`src/rtl/cfr_pkg.sv`:
```
// shared constants, codes and types of the command frame receiver
`timescale 1ns / 1ps
package cfr_pkg;

  // parameter defaults
  localparam int MAX_PAYLOAD_BYTES_DEF = 16;
  localparam int NUM_COMMANDS_DEF      = 16;

  // fixed field widths
  localparam int IDX_W  = 4;
  localparam int LEN_W  = 5;
  localparam int TMR_W  = 16;
  localparam int APB_DW = 64;
  localparam int APB_AW = 6;

  // result status codes
  localparam logic [2:0] ST_OK      = 3'd0;
  localparam logic [2:0] ST_UNKNOWN = 3'd1;
  localparam logic [2:0] ST_BADSUM  = 3'd2;
  localparam logic [2:0] ST_OTHER   = 3'd3;
  localparam logic [2:0] ST_TIMEOUT = 3'd4;

  // source of command_number on a single result
  localparam logic [1:0] SEL_CURRENT = 2'd0;
  localparam logic [1:0] SEL_BYTE    = 2'd1;
  localparam logic [1:0] SEL_ZERO    = 2'd2;

  // register indexes
  localparam logic [2:0] REG_DEVICE_ADDRESS = 3'd0;
  localparam logic [2:0] REG_VALID_MASK     = 3'd1;
  localparam logic [2:0] REG_LENGTHS_LOW    = 3'd2;
  localparam logic [2:0] REG_LENGTHS_HIGH   = 3'd3;
  localparam logic [2:0] REG_TIMEOUT_TICKS  = 3'd4;

  // register reset values
  localparam logic [7:0]  RST_DEVICE_ADDRESS = 8'd0;
  localparam logic [15:0] RST_VALID_MASK     = 16'd1023;
  localparam logic [63:0] RST_LENGTHS        = 64'd0;
  localparam logic [15:0] RST_TIMEOUT_TICKS  = 16'd1000;

  typedef struct packed {
    logic [7:0]  device_address;
    logic [15:0] command_valid_mask;
    logic [63:0] command_lengths_low;
    logic [63:0] command_lengths_high;
    logic [15:0] timeout_ticks;
  } cfg_t;

  // controller to datapath
  typedef struct packed {
    logic       reload_timer;
    logic       dec_timer;
    logic       clear_timer;
    logic       latch_addr;
    logic       latch_cmd;
    logic       take_data;
    logic       load_single;
    logic [2:0] status;
    logic [1:0] cmd_sel;
    logic       start_run;
    logic       load_run;
  } dp_cmd_t;

  // datapath to controller
  typedef struct packed {
    logic unknown;
    logic cmd_len_zero;  // length looked up for the incoming command byte
    logic len_zero;      // length latched for the current frame
    logic data_done;
    logic sum_ok;
    logic addressed;
    logic time_up;
    logic run_last;
    logic out_free;
  } dp_stat_t;

endpackage

```
`src/rtl/cfr_if.sv`:
```
// stream interfaces for received items and result transactions
`timescale 1ns / 1ps
interface cfr_in_if;
  logic       valid;
  logic       ready;
  logic       opcode;
  logic [7:0] rx_byte;

  modport source (output valid, output opcode, output rx_byte, input ready);
  modport sink   (input valid, input opcode, input rx_byte, output ready);
endinterface

interface cfr_out_if;
  logic       valid;
  logic       ready;
  logic [2:0] status;
  logic [7:0] command_number;
  logic [7:0] payload_byte;
  logic [3:0] payload_index;
  logic       has_payload;
  logic       last_of_run;

  modport source (output valid, output status, output command_number, output payload_byte,
                  output payload_index, output has_payload, output last_of_run,
                  input ready);
  modport sink   (input valid, input status, input command_number, input payload_byte,
                  input payload_index, input has_payload, input last_of_run,
                  output ready);
endinterface

```
`src/rtl/command_frame_receiver.sv`:
```
// top level of the command frame receiver
// latency: an item is taken only while the result register is free; a result it causes is
//   registered and shown on the next cycle
// throughput: one item per cycle while the result register is free, except that
//   a good addressed frame with payload holds the input after its checksum byte
//   while the store is read out one entry per cycle into the free result register
// reset: synchronous, clears the phase, frame registers and configuration;
//   the payload store is not cleared
`timescale 1ns / 1ps
module command_frame_receiver #(
  parameter int MAX_PAYLOAD_BYTES = cfr_pkg::MAX_PAYLOAD_BYTES_DEF,
  parameter int NUM_COMMANDS      = cfr_pkg::NUM_COMMANDS_DEF
) (
  input  logic                       clk,
  input  logic                       rst,
  cfr_in_if.sink                     frame,
  cfr_out_if.source                  result,
  input  logic                       psel,
  input  logic                       penable,
  input  logic                       pwrite,
  input  logic [cfr_pkg::APB_AW-1:0] paddr,
  input  logic [cfr_pkg::APB_DW-1:0] pwdata,
  output logic [cfr_pkg::APB_DW-1:0] prdata,
  output logic                       pready
);

  cfr_pkg::cfg_t     cfg;
  cfr_pkg::dp_cmd_t  cmd;
  cfr_pkg::dp_stat_t stat;

  // configuration registers, 64-bit apb at 8-byte stride
  cfr_regs u_regs (
    .clk     (clk),
    .rst     (rst),
    .psel    (psel),
    .penable (penable),
    .pwrite  (pwrite),
    .paddr   (paddr),
    .pwdata  (pwdata),
    .prdata  (prdata),
    .pready  (pready),
    .cfg     (cfg)
  );

  // phase machine, owns the input handshake
  cfr_ctrl u_ctrl (
    .clk      (clk),
    .rst      (rst),
    .in_valid (frame.valid),
    .opcode   (frame.opcode),
    .in_ready (frame.ready),
    .stat     (stat),
    .cmd      (cmd)
  );

  // checksum, counts, timeout, payload store and the result register
  cfr_dp #(
    .MAX_PAYLOAD_BYTES (MAX_PAYLOAD_BYTES),
    .NUM_COMMANDS      (NUM_COMMANDS)
  ) u_dp (
    .clk     (clk),
    .rst     (rst),
    .cfg     (cfg),
    .rx_byte (frame.rx_byte),
    .cmd     (cmd),
    .stat    (stat),
    .result  (result)
  );

  // an item is only taken when its result has a free slot
  assert property (@(posedge clk) disable iff (rst)
    frame.ready |-> (!result.valid || result.ready))
    else $error("input taken while result register is blocked");

  // payload results belong to accepted frames only
  assert property (@(posedge clk) disable iff (rst)
    result.valid && result.has_payload |-> result.status == cfr_pkg::ST_OK)
    else $error("payload result with non-accepted status");

  // every report without payload ends its run
  assert property (@(posedge clk) disable iff (rst)
    result.valid && !result.has_payload |-> result.last_of_run)
    else $error("single report not marked last");

  // no input taken while a payload run is being emitted
  assert property (@(posedge clk) disable iff (rst)
    cmd.load_run |-> !frame.ready)
    else $error("input accepted during payload run");

endmodule

```
`src/rtl/cfr_regs.sv`:
```
// apb configuration register file
`timescale 1ns / 1ps
module cfr_regs (
  input  logic                       clk,
  input  logic                       rst,
  input  logic                       psel,
  input  logic                       penable,
  input  logic                       pwrite,
  input  logic [cfr_pkg::APB_AW-1:0] paddr,
  input  logic [cfr_pkg::APB_DW-1:0] pwdata,
  output logic [cfr_pkg::APB_DW-1:0] prdata,
  output logic                       pready,
  output cfr_pkg::cfg_t              cfg
);

  logic [2:0] index;
  logic       wr;

  assign index  = paddr[5:3];
  assign wr     = psel && penable && pwrite;
  assign pready = 1'b1;

  always_ff @(posedge clk) begin
    if (rst) begin
      cfg.device_address       <= cfr_pkg::RST_DEVICE_ADDRESS;
      cfg.command_valid_mask   <= cfr_pkg::RST_VALID_MASK;
      cfg.command_lengths_low  <= cfr_pkg::RST_LENGTHS;
      cfg.command_lengths_high <= cfr_pkg::RST_LENGTHS;
      cfg.timeout_ticks        <= cfr_pkg::RST_TIMEOUT_TICKS;
    end else if (wr) begin
      case (index)
        cfr_pkg::REG_DEVICE_ADDRESS: cfg.device_address       <= pwdata[7:0];
        cfr_pkg::REG_VALID_MASK:     cfg.command_valid_mask   <= pwdata[15:0];
        cfr_pkg::REG_LENGTHS_LOW:    cfg.command_lengths_low  <= pwdata;
        cfr_pkg::REG_LENGTHS_HIGH:   cfg.command_lengths_high <= pwdata;
        cfr_pkg::REG_TIMEOUT_TICKS:  cfg.timeout_ticks        <= pwdata[15:0];
        default: ;
      endcase
    end
  end

  always_comb begin
    case (index)
      cfr_pkg::REG_DEVICE_ADDRESS: prdata = {56'd0, cfg.device_address};
      cfr_pkg::REG_VALID_MASK:     prdata = {48'd0, cfg.command_valid_mask};
      cfr_pkg::REG_LENGTHS_LOW:    prdata = cfg.command_lengths_low;
      cfr_pkg::REG_LENGTHS_HIGH:   prdata = cfg.command_lengths_high;
      cfr_pkg::REG_TIMEOUT_TICKS:  prdata = {48'd0, cfg.timeout_ticks};
      default:                     prdata = '0;
    endcase
  end

endmodule

```
`src/rtl/cfr_dp.sv`:
```
// datapath: frame registers, payload store, timeout counter and result register
`timescale 1ns / 1ps
module cfr_dp #(
  parameter int MAX_PAYLOAD_BYTES = cfr_pkg::MAX_PAYLOAD_BYTES_DEF,
  parameter int NUM_COMMANDS      = cfr_pkg::NUM_COMMANDS_DEF
) (
  input  logic                clk,
  input  logic                rst,
  input  cfr_pkg::cfg_t       cfg,
  input  logic [7:0]          rx_byte,
  input  cfr_pkg::dp_cmd_t    cmd,
  output cfr_pkg::dp_stat_t   stat,
  cfr_out_if.source           result
);

  localparam int CAP  = (MAX_PAYLOAD_BYTES < 16) ? MAX_PAYLOAD_BYTES : 16;
  localparam int IDXW = (CAP > 1) ? $clog2(CAP) : 1;

  logic                      addressed;
  logic [3:0]                current_command;
  logic [cfr_pkg::LEN_W-1:0] expected_length;
  logic [cfr_pkg::LEN_W-1:0] received_count;
  logic [7:0]                running_checksum;
  logic [cfr_pkg::TMR_W-1:0] timeout_counter;
  logic [cfr_pkg::IDX_W-1:0] emit_idx;
  logic [7:0]                store [CAP];

  logic [7:0]                byte_len;
  logic [cfr_pkg::LEN_W-1:0] sat_len;
  logic [7:0]                single_cmd;

  // length lookup for the incoming command byte
  always_comb begin
    if (rx_byte[3]) begin
      byte_len = cfg.command_lengths_high[{rx_byte[2:0], 3'b000} +: 8];
    end else begin
      byte_len = cfg.command_lengths_low[{rx_byte[2:0], 3'b000} +: 8];
    end
    if (byte_len > 8'(CAP)) begin
      sat_len = cfr_pkg::LEN_W'(CAP);
    end else begin
      sat_len = byte_len[cfr_pkg::LEN_W-1:0];
    end
  end

  always_comb begin
    case (cmd.cmd_sel)
      cfr_pkg::SEL_BYTE: single_cmd = rx_byte;
      cfr_pkg::SEL_ZERO: single_cmd = 8'd0;
      default:           single_cmd = {4'd0, current_command};
    endcase
  end

  assign stat.unknown      = (rx_byte >= 8'(NUM_COMMANDS)) ||
                             !cfg.command_valid_mask[rx_byte[3:0]];
  assign stat.cmd_len_zero = sat_len == '0;
  assign stat.len_zero     = expected_length == '0;
  assign stat.data_done    = (received_count + 5'd1) >= expected_length;
  assign stat.sum_ok       = running_checksum == rx_byte;
  assign stat.addressed    = addressed;
  assign stat.time_up      = timeout_counter <= 16'd1;
  assign stat.run_last     = ({1'b0, emit_idx} + 5'd1) == expected_length;
  assign stat.out_free     = !result.valid || result.ready;

  // frame registers
  always_ff @(posedge clk) begin
    if (rst) begin
      addressed        <= 1'b0;
      current_command  <= '0;
      expected_length  <= '0;
      received_count   <= '0;
      running_checksum <= '0;
      timeout_counter  <= '0;
      emit_idx         <= '0;
    end else begin
      if (cmd.latch_addr) begin
        addressed <= rx_byte == cfg.device_address;
      end
      if (cmd.latch_cmd) begin
        current_command  <= rx_byte[3:0];
        expected_length  <= sat_len;
        received_count   <= '0;
        running_checksum <= rx_byte;
      end
      if (cmd.take_data) begin
        running_checksum <= running_checksum ^ rx_byte;
        received_count   <= received_count + 5'd1;
      end
      if (cmd.reload_timer) begin
        timeout_counter <= cfg.timeout_ticks;
      end else if (cmd.clear_timer) begin
        timeout_counter <= '0;
      end else if (cmd.dec_timer) begin
        timeout_counter <= timeout_counter - 16'd1;
      end
      if (cmd.start_run) begin
        emit_idx <= '0;
      end else if (cmd.load_run) begin
        emit_idx <= emit_idx + 4'd1;
      end
    end
  end

  // payload store
  always_ff @(posedge clk) begin
    if (cmd.take_data) begin
      store[received_count[IDXW-1:0]] <= rx_byte;
    end
  end

  // result register, store read lands here
  always_ff @(posedge clk) begin
    if (rst) begin
      result.valid <= 1'b0;
    end else if (cmd.load_single || cmd.load_run) begin
      result.valid <= 1'b1;
    end else if (result.ready) begin
      result.valid <= 1'b0;
    end
  end

  always_ff @(posedge clk) begin
    if (cmd.load_single) begin
      result.status         <= cmd.status;
      result.command_number <= single_cmd;
      result.payload_byte   <= 8'd0;
      result.payload_index  <= '0;
      result.has_payload    <= 1'b0;
      result.last_of_run    <= 1'b1;
    end else if (cmd.load_run) begin
      result.status         <= cfr_pkg::ST_OK;
      result.command_number <= {4'd0, current_command};
      result.payload_byte   <= store[emit_idx[IDXW-1:0]];
      result.payload_index  <= emit_idx;
      result.has_payload    <= 1'b1;
      result.last_of_run    <= stat.run_last;
    end
  end

endmodule

```
`src/rtl/cfr_ctrl.sv`:
```
// controller state machine: frame phases and payload run sequencing
`timescale 1ns / 1ps
module cfr_ctrl (
  input  logic              clk,
  input  logic              rst,
  input  logic              in_valid,
  input  logic              opcode,
  output logic              in_ready,
  input  cfr_pkg::dp_stat_t stat,
  output cfr_pkg::dp_cmd_t  cmd
);

  localparam logic [2:0] S_IDLE = 3'd0;
  localparam logic [2:0] S_CMD  = 3'd1;
  localparam logic [2:0] S_DATA = 3'd2;
  localparam logic [2:0] S_CHK  = 3'd3;
  localparam logic [2:0] S_EMIT = 3'd4;

  logic [2:0] state;
  logic [2:0] state_next;
  logic       accept;

  assign in_ready = (state != S_EMIT) && stat.out_free;
  assign accept   = in_valid && in_ready;

  always_comb begin
    cmd        = '0;
    state_next = state;
    cmd.status = cfr_pkg::ST_OK;
    cmd.cmd_sel = cfr_pkg::SEL_CURRENT;
    if (state == S_EMIT) begin
      if (stat.out_free) begin
        cmd.load_run = 1'b1;
        if (stat.run_last) begin
          state_next = S_IDLE;
        end
      end
    end else if (accept && opcode) begin
      // timer tick, ignored while idle
      if (state != S_IDLE) begin
        if (stat.time_up) begin
          cmd.load_single = 1'b1;
          cmd.status      = cfr_pkg::ST_TIMEOUT;
          cmd.cmd_sel     = (state == S_CMD) ? cfr_pkg::SEL_ZERO : cfr_pkg::SEL_CURRENT;
          cmd.clear_timer = 1'b1;
          state_next      = S_IDLE;
        end else begin
          cmd.dec_timer = 1'b1;
        end
      end
    end else if (accept) begin
      cmd.reload_timer = 1'b1;
      case (state)
        S_IDLE: begin
          cmd.latch_addr = 1'b1;
          state_next     = S_CMD;
        end
        S_CMD: begin
          if (stat.unknown) begin
            cmd.load_single = 1'b1;
            cmd.status      = cfr_pkg::ST_UNKNOWN;
            cmd.cmd_sel     = cfr_pkg::SEL_BYTE;
            state_next      = S_IDLE;
          end else begin
            cmd.latch_cmd = 1'b1;
            state_next    = stat.cmd_len_zero ? S_CHK : S_DATA;
          end
        end
        S_DATA: begin
          cmd.take_data = 1'b1;
          if (stat.data_done) begin
            state_next = S_CHK;
          end
        end
        S_CHK: begin
          state_next = S_IDLE;
          if (!stat.sum_ok) begin
            cmd.load_single = 1'b1;
            cmd.status      = cfr_pkg::ST_BADSUM;
          end else if (!stat.addressed) begin
            cmd.load_single = 1'b1;
            cmd.status      = cfr_pkg::ST_OTHER;
          end else if (stat.len_zero) begin
            cmd.load_single = 1'b1;
            cmd.status      = cfr_pkg::ST_OK;
          end else begin
            cmd.start_run = 1'b1;
            state_next    = S_EMIT;
          end
        end
        default: state_next = S_IDLE;
      endcase
    end
  end

  always_ff @(posedge clk) begin
    if (rst) begin
      state <= S_IDLE;
    end else begin
      state <= state_next;
    end
  end

endmodule

```
`src/flat_wrapper.sv`:
```
// flat-port wrapper written by rule: the top's interface ports become plain ports
module command_frame_receiver_flat 
#(
  parameter int MAX_PAYLOAD_BYTES = cfr_pkg::MAX_PAYLOAD_BYTES_DEF,
  parameter int NUM_COMMANDS      = cfr_pkg::NUM_COMMANDS_DEF
)
  (clk, rst, psel, penable, pwrite, paddr, pwdata, prdata, pready, frame_valid, frame_opcode, frame_rx_byte, frame_ready, result_valid, result_status, result_command_number, result_payload_byte, result_payload_index, result_has_payload, result_last_of_run, result_ready);
  cfr_in_if frame_i ();
  cfr_out_if result_i ();
  input  logic clk;
  input  logic rst;
  input  logic psel;
  input  logic penable;
  input  logic pwrite;
  input  logic [cfr_pkg::APB_AW-1:0] paddr;
  input  logic [cfr_pkg::APB_DW-1:0] pwdata;
  output logic [cfr_pkg::APB_DW-1:0] prdata;
  output logic pready;
  input wire logic [$bits(frame_i.valid)-1:0] frame_valid;
  input wire logic [$bits(frame_i.opcode)-1:0] frame_opcode;
  input wire logic [$bits(frame_i.rx_byte)-1:0] frame_rx_byte;
  output wire logic [$bits(frame_i.ready)-1:0] frame_ready;
  output wire logic [$bits(result_i.valid)-1:0] result_valid;
  output wire logic [$bits(result_i.status)-1:0] result_status;
  output wire logic [$bits(result_i.command_number)-1:0] result_command_number;
  output wire logic [$bits(result_i.payload_byte)-1:0] result_payload_byte;
  output wire logic [$bits(result_i.payload_index)-1:0] result_payload_index;
  output wire logic [$bits(result_i.has_payload)-1:0] result_has_payload;
  output wire logic [$bits(result_i.last_of_run)-1:0] result_last_of_run;
  input wire logic [$bits(result_i.ready)-1:0] result_ready;
  assign frame_i.valid = frame_valid;
  assign frame_i.opcode = frame_opcode;
  assign frame_i.rx_byte = frame_rx_byte;
  assign frame_ready = frame_i.ready;
  assign result_valid = result_i.valid;
  assign result_status = result_i.status;
  assign result_command_number = result_i.command_number;
  assign result_payload_byte = result_i.payload_byte;
  assign result_payload_index = result_i.payload_index;
  assign result_has_payload = result_i.has_payload;
  assign result_last_of_run = result_i.last_of_run;
  assign result_i.ready = result_ready;
  command_frame_receiver #(.MAX_PAYLOAD_BYTES(MAX_PAYLOAD_BYTES), .NUM_COMMANDS(NUM_COMMANDS)) u_core (.clk(clk), .rst(rst), .frame(frame_i), .result(result_i), .psel(psel), .penable(penable), .pwrite(pwrite), .paddr(paddr), .pwdata(pwdata), .prdata(prdata), .pready(pready));
endmodule
```
`config.mk`:
```
export PLATFORM = sky130hd
export DESIGN_NAME = command_frame_receiver_flat
export DESIGN_NICKNAME = d
export VERILOG_FILES = /design/src/rtl/cfr_pkg.sv /design/src/rtl/cfr_if.sv /design/src/rtl/command_frame_receiver.sv /design/src/rtl/cfr_regs.sv /design/src/rtl/cfr_dp.sv /design/src/rtl/cfr_ctrl.sv /design/src/flat_wrapper.sv
export SDC_FILE = /design/constraint.sdc
export NUM_CORES = 1
export LEC_CHECK = 0
export ABC_AREA = 1
export CAP_MARGIN = 20
export CORE_MARGIN = 10
export CORE_UTILIZATION = 40
export DETAILED_ROUTE_END_ITERATION = 7
export DONT_BUFFER_PORTS = 1
export PLACE_DENSITY = 0.54
export SLEW_MARGIN = 20
export SYNTH_ARGS = -nofsm -noshare
export SYNTH_HDL_FRONTEND = slang
export SYNTH_SLANG_ARGS = --single-unit
```
`constraint.sdc`:
```
create_clock -name clk -period 2 [get_ports clk]
set_input_delay 0.3 -clock clk [delete_from_list [all_inputs] [get_ports clk]]
set_output_delay 0.3 -clock clk [all_outputs]
set_load 0.02 [all_outputs]
```
Yosys cells after proc, flatten, opt, wreduce, memory -nomap -nowiden. Memory sizes are Yosys's and may differ from the RTL's. A register that Yosys moved wholly into a read port is not among the register bits. Index checks and enable logic that the tools add are counted.

Magnitude comparators: 5. Equal/unequal tests: 19. Bitwise operators: 1. Reduce and logical (&&, ||, !) cells: 27. Multiplexer cells: 65. Shift operators: 2. $add $sub $neg: 4.

Operator list (number): 64-bit case mux with 5 select lines (1); 64-bit by 7-bit variable part select with 8-bit output (2); 16-bit two-way mux (3); 3-bit two-way mux (14); 8-bit two-way mux (5); 6-bit two-way mux (4); 1-bit two-way mux (21); 8-bit equality test (2); 16-bit by 1-bit <= comparator with 1-bit output, second input constant (1); 8-bit case mux with 2 select lines (1); 16-bit by 1-bit subtractor with 16-bit output, second input constant (1); 5-bit two-way mux (3); 13-bit two-way mux (1); 3-bit by 2-bit equality test with 1-bit output, second input constant (4); 4-bit two-way mux (3); 3-bit case mux with 4 select lines (1); 5-bit zero test (2); 10-bit two-way mux (1); 2-bit two-way mux (5); 2-bit AND reduction (5); 3-bit nonzero test (3); 8-bit by 5-bit >= comparator with 1-bit output, second input constant (1); 8-bit by 5-bit > comparator with 1-bit output, second input constant (1); 4-bit case mux with 2 select lines (1); 24 further kinds (37).

Input bits: 86. Register bits: 232. Memories kept: 1. RAM bits: 128. Word-level logic and storage cells: 143. Output and inout port bits: 92.

Memories: u_core.u_dp.store (depth 16, width 8, read ports 1, clocked after Yosys merged registers in 1, wr ports 1, RTL line cfr_dp.sv:26) `logic [7:0] store [CAP];`.

Depth between registers and ports, before layout.
Word-level depth: 12. Depth in mapped cells: 16. Gate-level depth less buffers: 15.

By module. A second synthesis with hierarchy kept.

Cell total of the unflattened synthesis: 2490. Area total of the unflattened synthesis: 18127.4 um2.

By module, submodules not included: cfr_dp (area an instance 9854.5 um2, times used 1, sequential area each 5335.1 um2, cells each 1124); cfr_regs (area an instance 7872.6 um2, times used 1, sequential area each 3363.2 um2, cells each 1291); cfr_ctrl (area an instance 400.4 um2, times used 1, sequential area each 60.1 um2, cells each 75).

Least setup slack after synthesis. Ideal clock, no wire load.

Kind: reg2reg. From: reg u_core.u_dp.result.valid. To: reg u_core.u_dp.result.command_number[2], data pin. Cell stages (with the launch flop): 15. Path slack: -145 ps. Arrival time: 1892 ps. Clock period less this slack: 2145 ps. Path buffers: 2. Data required time: 1747 ps. Setup time: 253 ps. Cell sequence: dfxtp_1 -> inv_1 -> nor2_1 -> a21oi_4 -> nand2_4 -> nor2_8 -> buf_6 -> nand2_1 -> inv_1 -> ha_1 -> clkbuf_1 -> nand3_1 -> o21ai_0 -> nand2_1 -> o21ai_2.

Cells in the longest elaborated chain, start to end: 10. Elaborated cells between the ends (all ways): 12. Classes of those cells: 2 x eq/ne; 5 x mux; 5 x reduce/logical.

Ends and longest elaborated chain: start: declaration (RTL line cfr_if.sv:23) `modport source (output valid, output status, output command_number, output payload_byte,`; start signal: assignment (RTL line cfr_dp.sv:114) `result.valid <= 1'b0;`; start signal: assignment (RTL line cfr_dp.sv:116) `result.valid <= 1'b1;`; start signal: assignment (RTL line cfr_dp.sv:118) `result.valid <= 1'b0;`; 1-bit zero test (*) (RTL line cfr_dp.sv:63) `assign stat.out_free = !result.valid || result.ready;`; 1-bit logical OR (*) (RTL line cfr_dp.sv:63); 1-bit logical AND (*) (RTL line cfr_ctrl.sv:23) `assign in_ready = (state != S_EMIT) && stat.out_free;`; net frame_ready (RTL line flat_wrapper.sv:22) `output wire logic [$bits(frame_i.ready)-1:0] frame_ready;`; 1-bit logical AND (*) (RTL line cfr_ctrl.sv:24) `assign accept = in_valid && in_ready;`; 10-bit two-way mux or 1-bit logical AND (tied branches) (RTL line cfr_ctrl.sv:51, cfr_ctrl.sv:38); 6-bit two-way mux (*) (RTL line cfr_ctrl.sv:38) `end else if (accept && opcode) begin`; 13-bit two-way mux (*) (RTL line cfr_ctrl.sv:31) `if (state == S_EMIT) begin`; 2-bit equality test or 2-bit by 1-bit equality test with 1-bit output (tied branches) (RTL line cfr_dp.sv:47) `case (cmd.cmd_sel)`; 8-bit case mux with 2 select lines (RTL line cfr_dp.sv:47); 8-bit two-way mux (*) (RTL line cfr_dp.sv:123) `if (cmd.load_single) begin`; end signal: assignment (RTL line cfr_dp.sv:125) `result.command_number <= single_cmd;`; end signal: assignment (RTL line cfr_dp.sv:132) `result.command_number <= {4'd0, current_command};`; end: declaration (RTL line cfr_if.sv:23).

The timed path passes the listed nets; every way through them passes the cells marked *. A chain may end at the register's enable or synchronous reset.

Final worst setup path.
From: reg u_core.u_dp.timeout_counter[1] (netlist bit). To: reg u_core.u_dp.result.command_number[0], data pin.

Cells in the longest elaborated chain, start to end: 8. Elaborated cells between the ends (all ways): 9. Classes of those cells: 1 x order compare; 2 x eq/ne; 6 x mux.

Ends and longest elaborated chain: start: declaration (RTL line cfr_dp.sv:24) `logic [cfr_pkg::TMR_W-1:0] timeout_counter;`; start signal: assignment (RTL line cfr_dp.sv:90) `timeout_counter <= cfg.timeout_ticks;`; start signal: assignment (RTL line cfr_dp.sv:94) `timeout_counter <= timeout_counter - 16'd1;`; 16-bit by 1-bit <= comparator with 1-bit output (*) (RTL line cfr_dp.sv:61) `assign stat.time_up = timeout_counter <= 16'd1;`; 6-bit two-way mux (*) (RTL line cfr_ctrl.sv:41) `if (stat.time_up) begin`; 6-bit two-way mux (*) (RTL line cfr_ctrl.sv:40) `if (state != S_IDLE) begin`; 6-bit two-way mux (*) (RTL line cfr_ctrl.sv:38); 13-bit two-way mux (*) (RTL line cfr_ctrl.sv:31); 2-bit equality test or 2-bit by 1-bit equality test with 1-bit output (tied branches) (RTL line cfr_dp.sv:47); 8-bit case mux with 2 select lines (RTL line cfr_dp.sv:47); 8-bit two-way mux (*) (RTL line cfr_dp.sv:123).

Mark *: on every way between the ends. The rest lies on a longest branch, timed or not.

==> metrics.csv <==
metric;value;unit
max-slew-margin-rel;38.2;%
first_pass_iters;5;
synthFlopType;dfxtp_1;
ys_warn_count;0;
critPathKind;flop to flop;
avgSynthCellArea;8.45;um2
vias;14700;
clockBufferDepth;3;
p_per_area;840;nW/um2
max_stage_delay;320;ps
placed_cell_area;18300;um2
grt_pass1_wl;84.8;mm
cap_violations;0;
dp_hpwl;35.7;mm
worst_setup_path_end_kind;flop;
drt_wl_total;55.6;mm
routedWlPerCell;20.3;um
final_cell_area;20900;um2
yosysTopAreaCell;dfxtp_1;
rows;75;
path_clk_slew;60;ps
hold_ws;28.0;ps
clock_sinks;368;
area_growth;24.6;%
overflow;0;
finalCriticalPeriod;1960;ps
drive_above_1_share;17.2;%
nNetsFinal;2270;
synth_nets;2089;
multi_input_area;7060;um2
hp-class;input pin to flop;
path_cells;inv_2 -> ha_4 -> inv_4 -> nor3_4 -> o21bai_4 -> nor2_2 -> nand2_2 -> ha_4 -> inv_6 -> nand3_2 -> o21ai_1 -> nand2_1 -> o21ai_2;
die_w;225;um
cts_tree;built;
path_buf_inv;3;
antenna_found_initial;2;
slew_viol_final;0;
syn_area;16800;um2
track_usage;21.5;%
ios;178;
critPathLaunchType;flop;
regArea;8780;um2
synthArstFlopShare;0;%
ys_seq_area_share;52.1;%
cp.required;2320;ps
dieArea;50600;um2
ys_seq_elements;368;
worst-slew-pin-transition;924;ps
cp.arrival;2280;ps
ys_top_cells_by_area;dfxtp_1, edfxtp_1, nand2_1, o21ai_0, a21oi_1;
synth_cell_type_count;54;
crit_fanout;8;
cpMostUsedCell;ha_4;
rsz0062_at_grt;true;
p_total;17.6;mW
synth_edf_count;139;
antenna_left;0;
grt_pass1_vias;14200;
skew;30.0;ps
status;complete, no violations;
p_leak;8.12;nW
nFillCells;3928;
clk_latency;580;ps
setup_violations;0;
yosysMostFrequentCell;nand2_1;
cp_slowest_cell;dfxtp_2;
drcViolationCount;0;
cts_buffers;41;
die_height;225;um
vdd_drop_max;0.000453;V
io_buffers;0;
synth_top_area_share;27.3;%
fin_util;50.1;%
grt_max_degree;100;
gp_congestion;0.820;
synth_common_cells;nand2_1, dfxtp_1, o21ai_0, nor2_1, inv_1;
ctsHtreeMaxLevel;2;
syn_inst;1990;
start_util;40.2;%
core-area;41800;um2
via_per_inst;5.36;
critPathTopFamily;simple AND/OR/NAND/NOR gates;
hold_viol;0;
fmax;509;MHz
dr.first_iter.drc_count;1208;
finalCritPeriodShare;98.2;%
cts-root-buf;clkbuf_16;
==> final timing paths <==
kind	cells after the start	to	slack, ps	start
setup reg to reg	13	u_core.u_dp.result.command_number[0]	40	u_core.u_dp.timeout_counter[1]
setup / recovery	13	u_core.u_dp.result.command_number[0]	40	u_core.u_dp.timeout_counter[1]
hold reg to reg	2	u_core.u_regs.cfg[67]	470	u_core.u_regs.cfg[67]
hold / removal	3	u_core.u_dp.running_checksum[5]	30	frame_rx_byte[5]
==> cells by family after synthesis <==
| family | Yosys count | synth area share [%] |
|---|---|---|
| AOI/OAI and AO/OA | 533 | 18.4 |
| and+or+nand+nor | 738 | 19.3 |
| xor gates and xnor gates | 31 | 1.66 |
| other | 1 | 0.0223 |
| DFF | 368 | 52.1 |
| adders and majority gates | 13 | 0.968 |
| buffers and inverters | 306 | 7.60 |
==> cells in the final DEF (no fill, tap or decap), types with 9 or more instances in the layout <==
cell / count
nor3_1: 10
o22ai_1: 41
nand3_1: 143
nor2_1: 193
o211ai_1: 23
dlygate4sd3_1: 73
nand2_1: 311
inv_2: 18
o21ai_0: 213
o221ai_1: 24
xnor2_1: 10
nor2_2: 12
inv_1: 158
dfxtp_2: 14
a221o_1: 10
xor2_1: 15
dfxtp_1: 214
buf_12: 9
a22oi_1: 11
nand4_1: 11
clkbuf_16: 41
o21ai_2: 9
a21oi_1: 158
buf_6: 9
buf_4: 171
o21ai_1: 9
edfxtp_1: 139
==> timing repair <==
item / CTS / global route
hold endpoints to repair: 337 / 0
setup buffers: 0 / 10
gates resized for setup: 15 / 81
cloned: 0 / 0
pin swaps: 9 / 37
setup endpoints to repair: 9 / 80
hold buffers: 74 / 0
==> cell type report <==
| type | instances | share of cell area (%) |
|---|---|---|
| Sequential cell | 368 | 41.9 |
| Multi-Input combinational cell | 1316 | 33.7 |
| Timing Repair Buffer | 262 | 11.0 |
| Clock buffer | 58 | 5.61 |
| Inverter | 182 | 3.33 |
| Tap cell | 539 | 3.22 |
| Clock inverter | 17 | 1.22 |
| Antenna cell | 1 | 0.0120 |
==> report_power, final <==
part           internal (mW)  switching (mW)
Sequential              7.91           0.193
Combinational          0.583           0.855
Clock                   4.87            3.18
Total                   13.4            4.23
==> stage by stage <==
stage / instances / setup TNS (ps) / setup slack, ps
finish: 2743 / 0 / 36.5
global route: 2743 / -1080 / -67.9
CTS: 2732 / -22.4 / -22.4
detailed placement: 2583 / -909 / -117
global placement: 2583 / -724 / -122
floorplan: 1990 / -53.5 / -0.434
==> state kept, by name, summed over array words and instances (netlist names), 3 cells and up <==
signal	cells
u_core.u_ctrl.state	3
u_core.u_dp.current_command	4
u_core.u_dp.emit_idx	4
u_core.u_dp.expected_length	5
u_core.u_dp.received_count	5
u_core.u_dp.result.command_number	8
u_core.u_dp.result.payload_byte	8
u_core.u_dp.result.payload_index	4
u_core.u_dp.result.status	3
u_core.u_dp.running_checksum	8
u_core.u_dp.store	128
u_core.u_dp.timeout_counter	16
u_core.u_regs.cfg	168
==> metal layers <==
metal / GRT usage, % / share of wire (%) / vias to the layer above
li1: - / - / 7177
met1: 28.4 / 45 / 6949
met2: 33.8 / 46 / 491
met3: 4.72 / 6.5 / 99
met4: 7.87 / 3.1 / 0
met5: 0 / 0 / -
==> worst min-delay path: stages <==
cell     delay (ps)
xnor2_2          90
or2_1            90
a21oi_1          60
No activity file was read; power rests on OpenSTA's default activity.
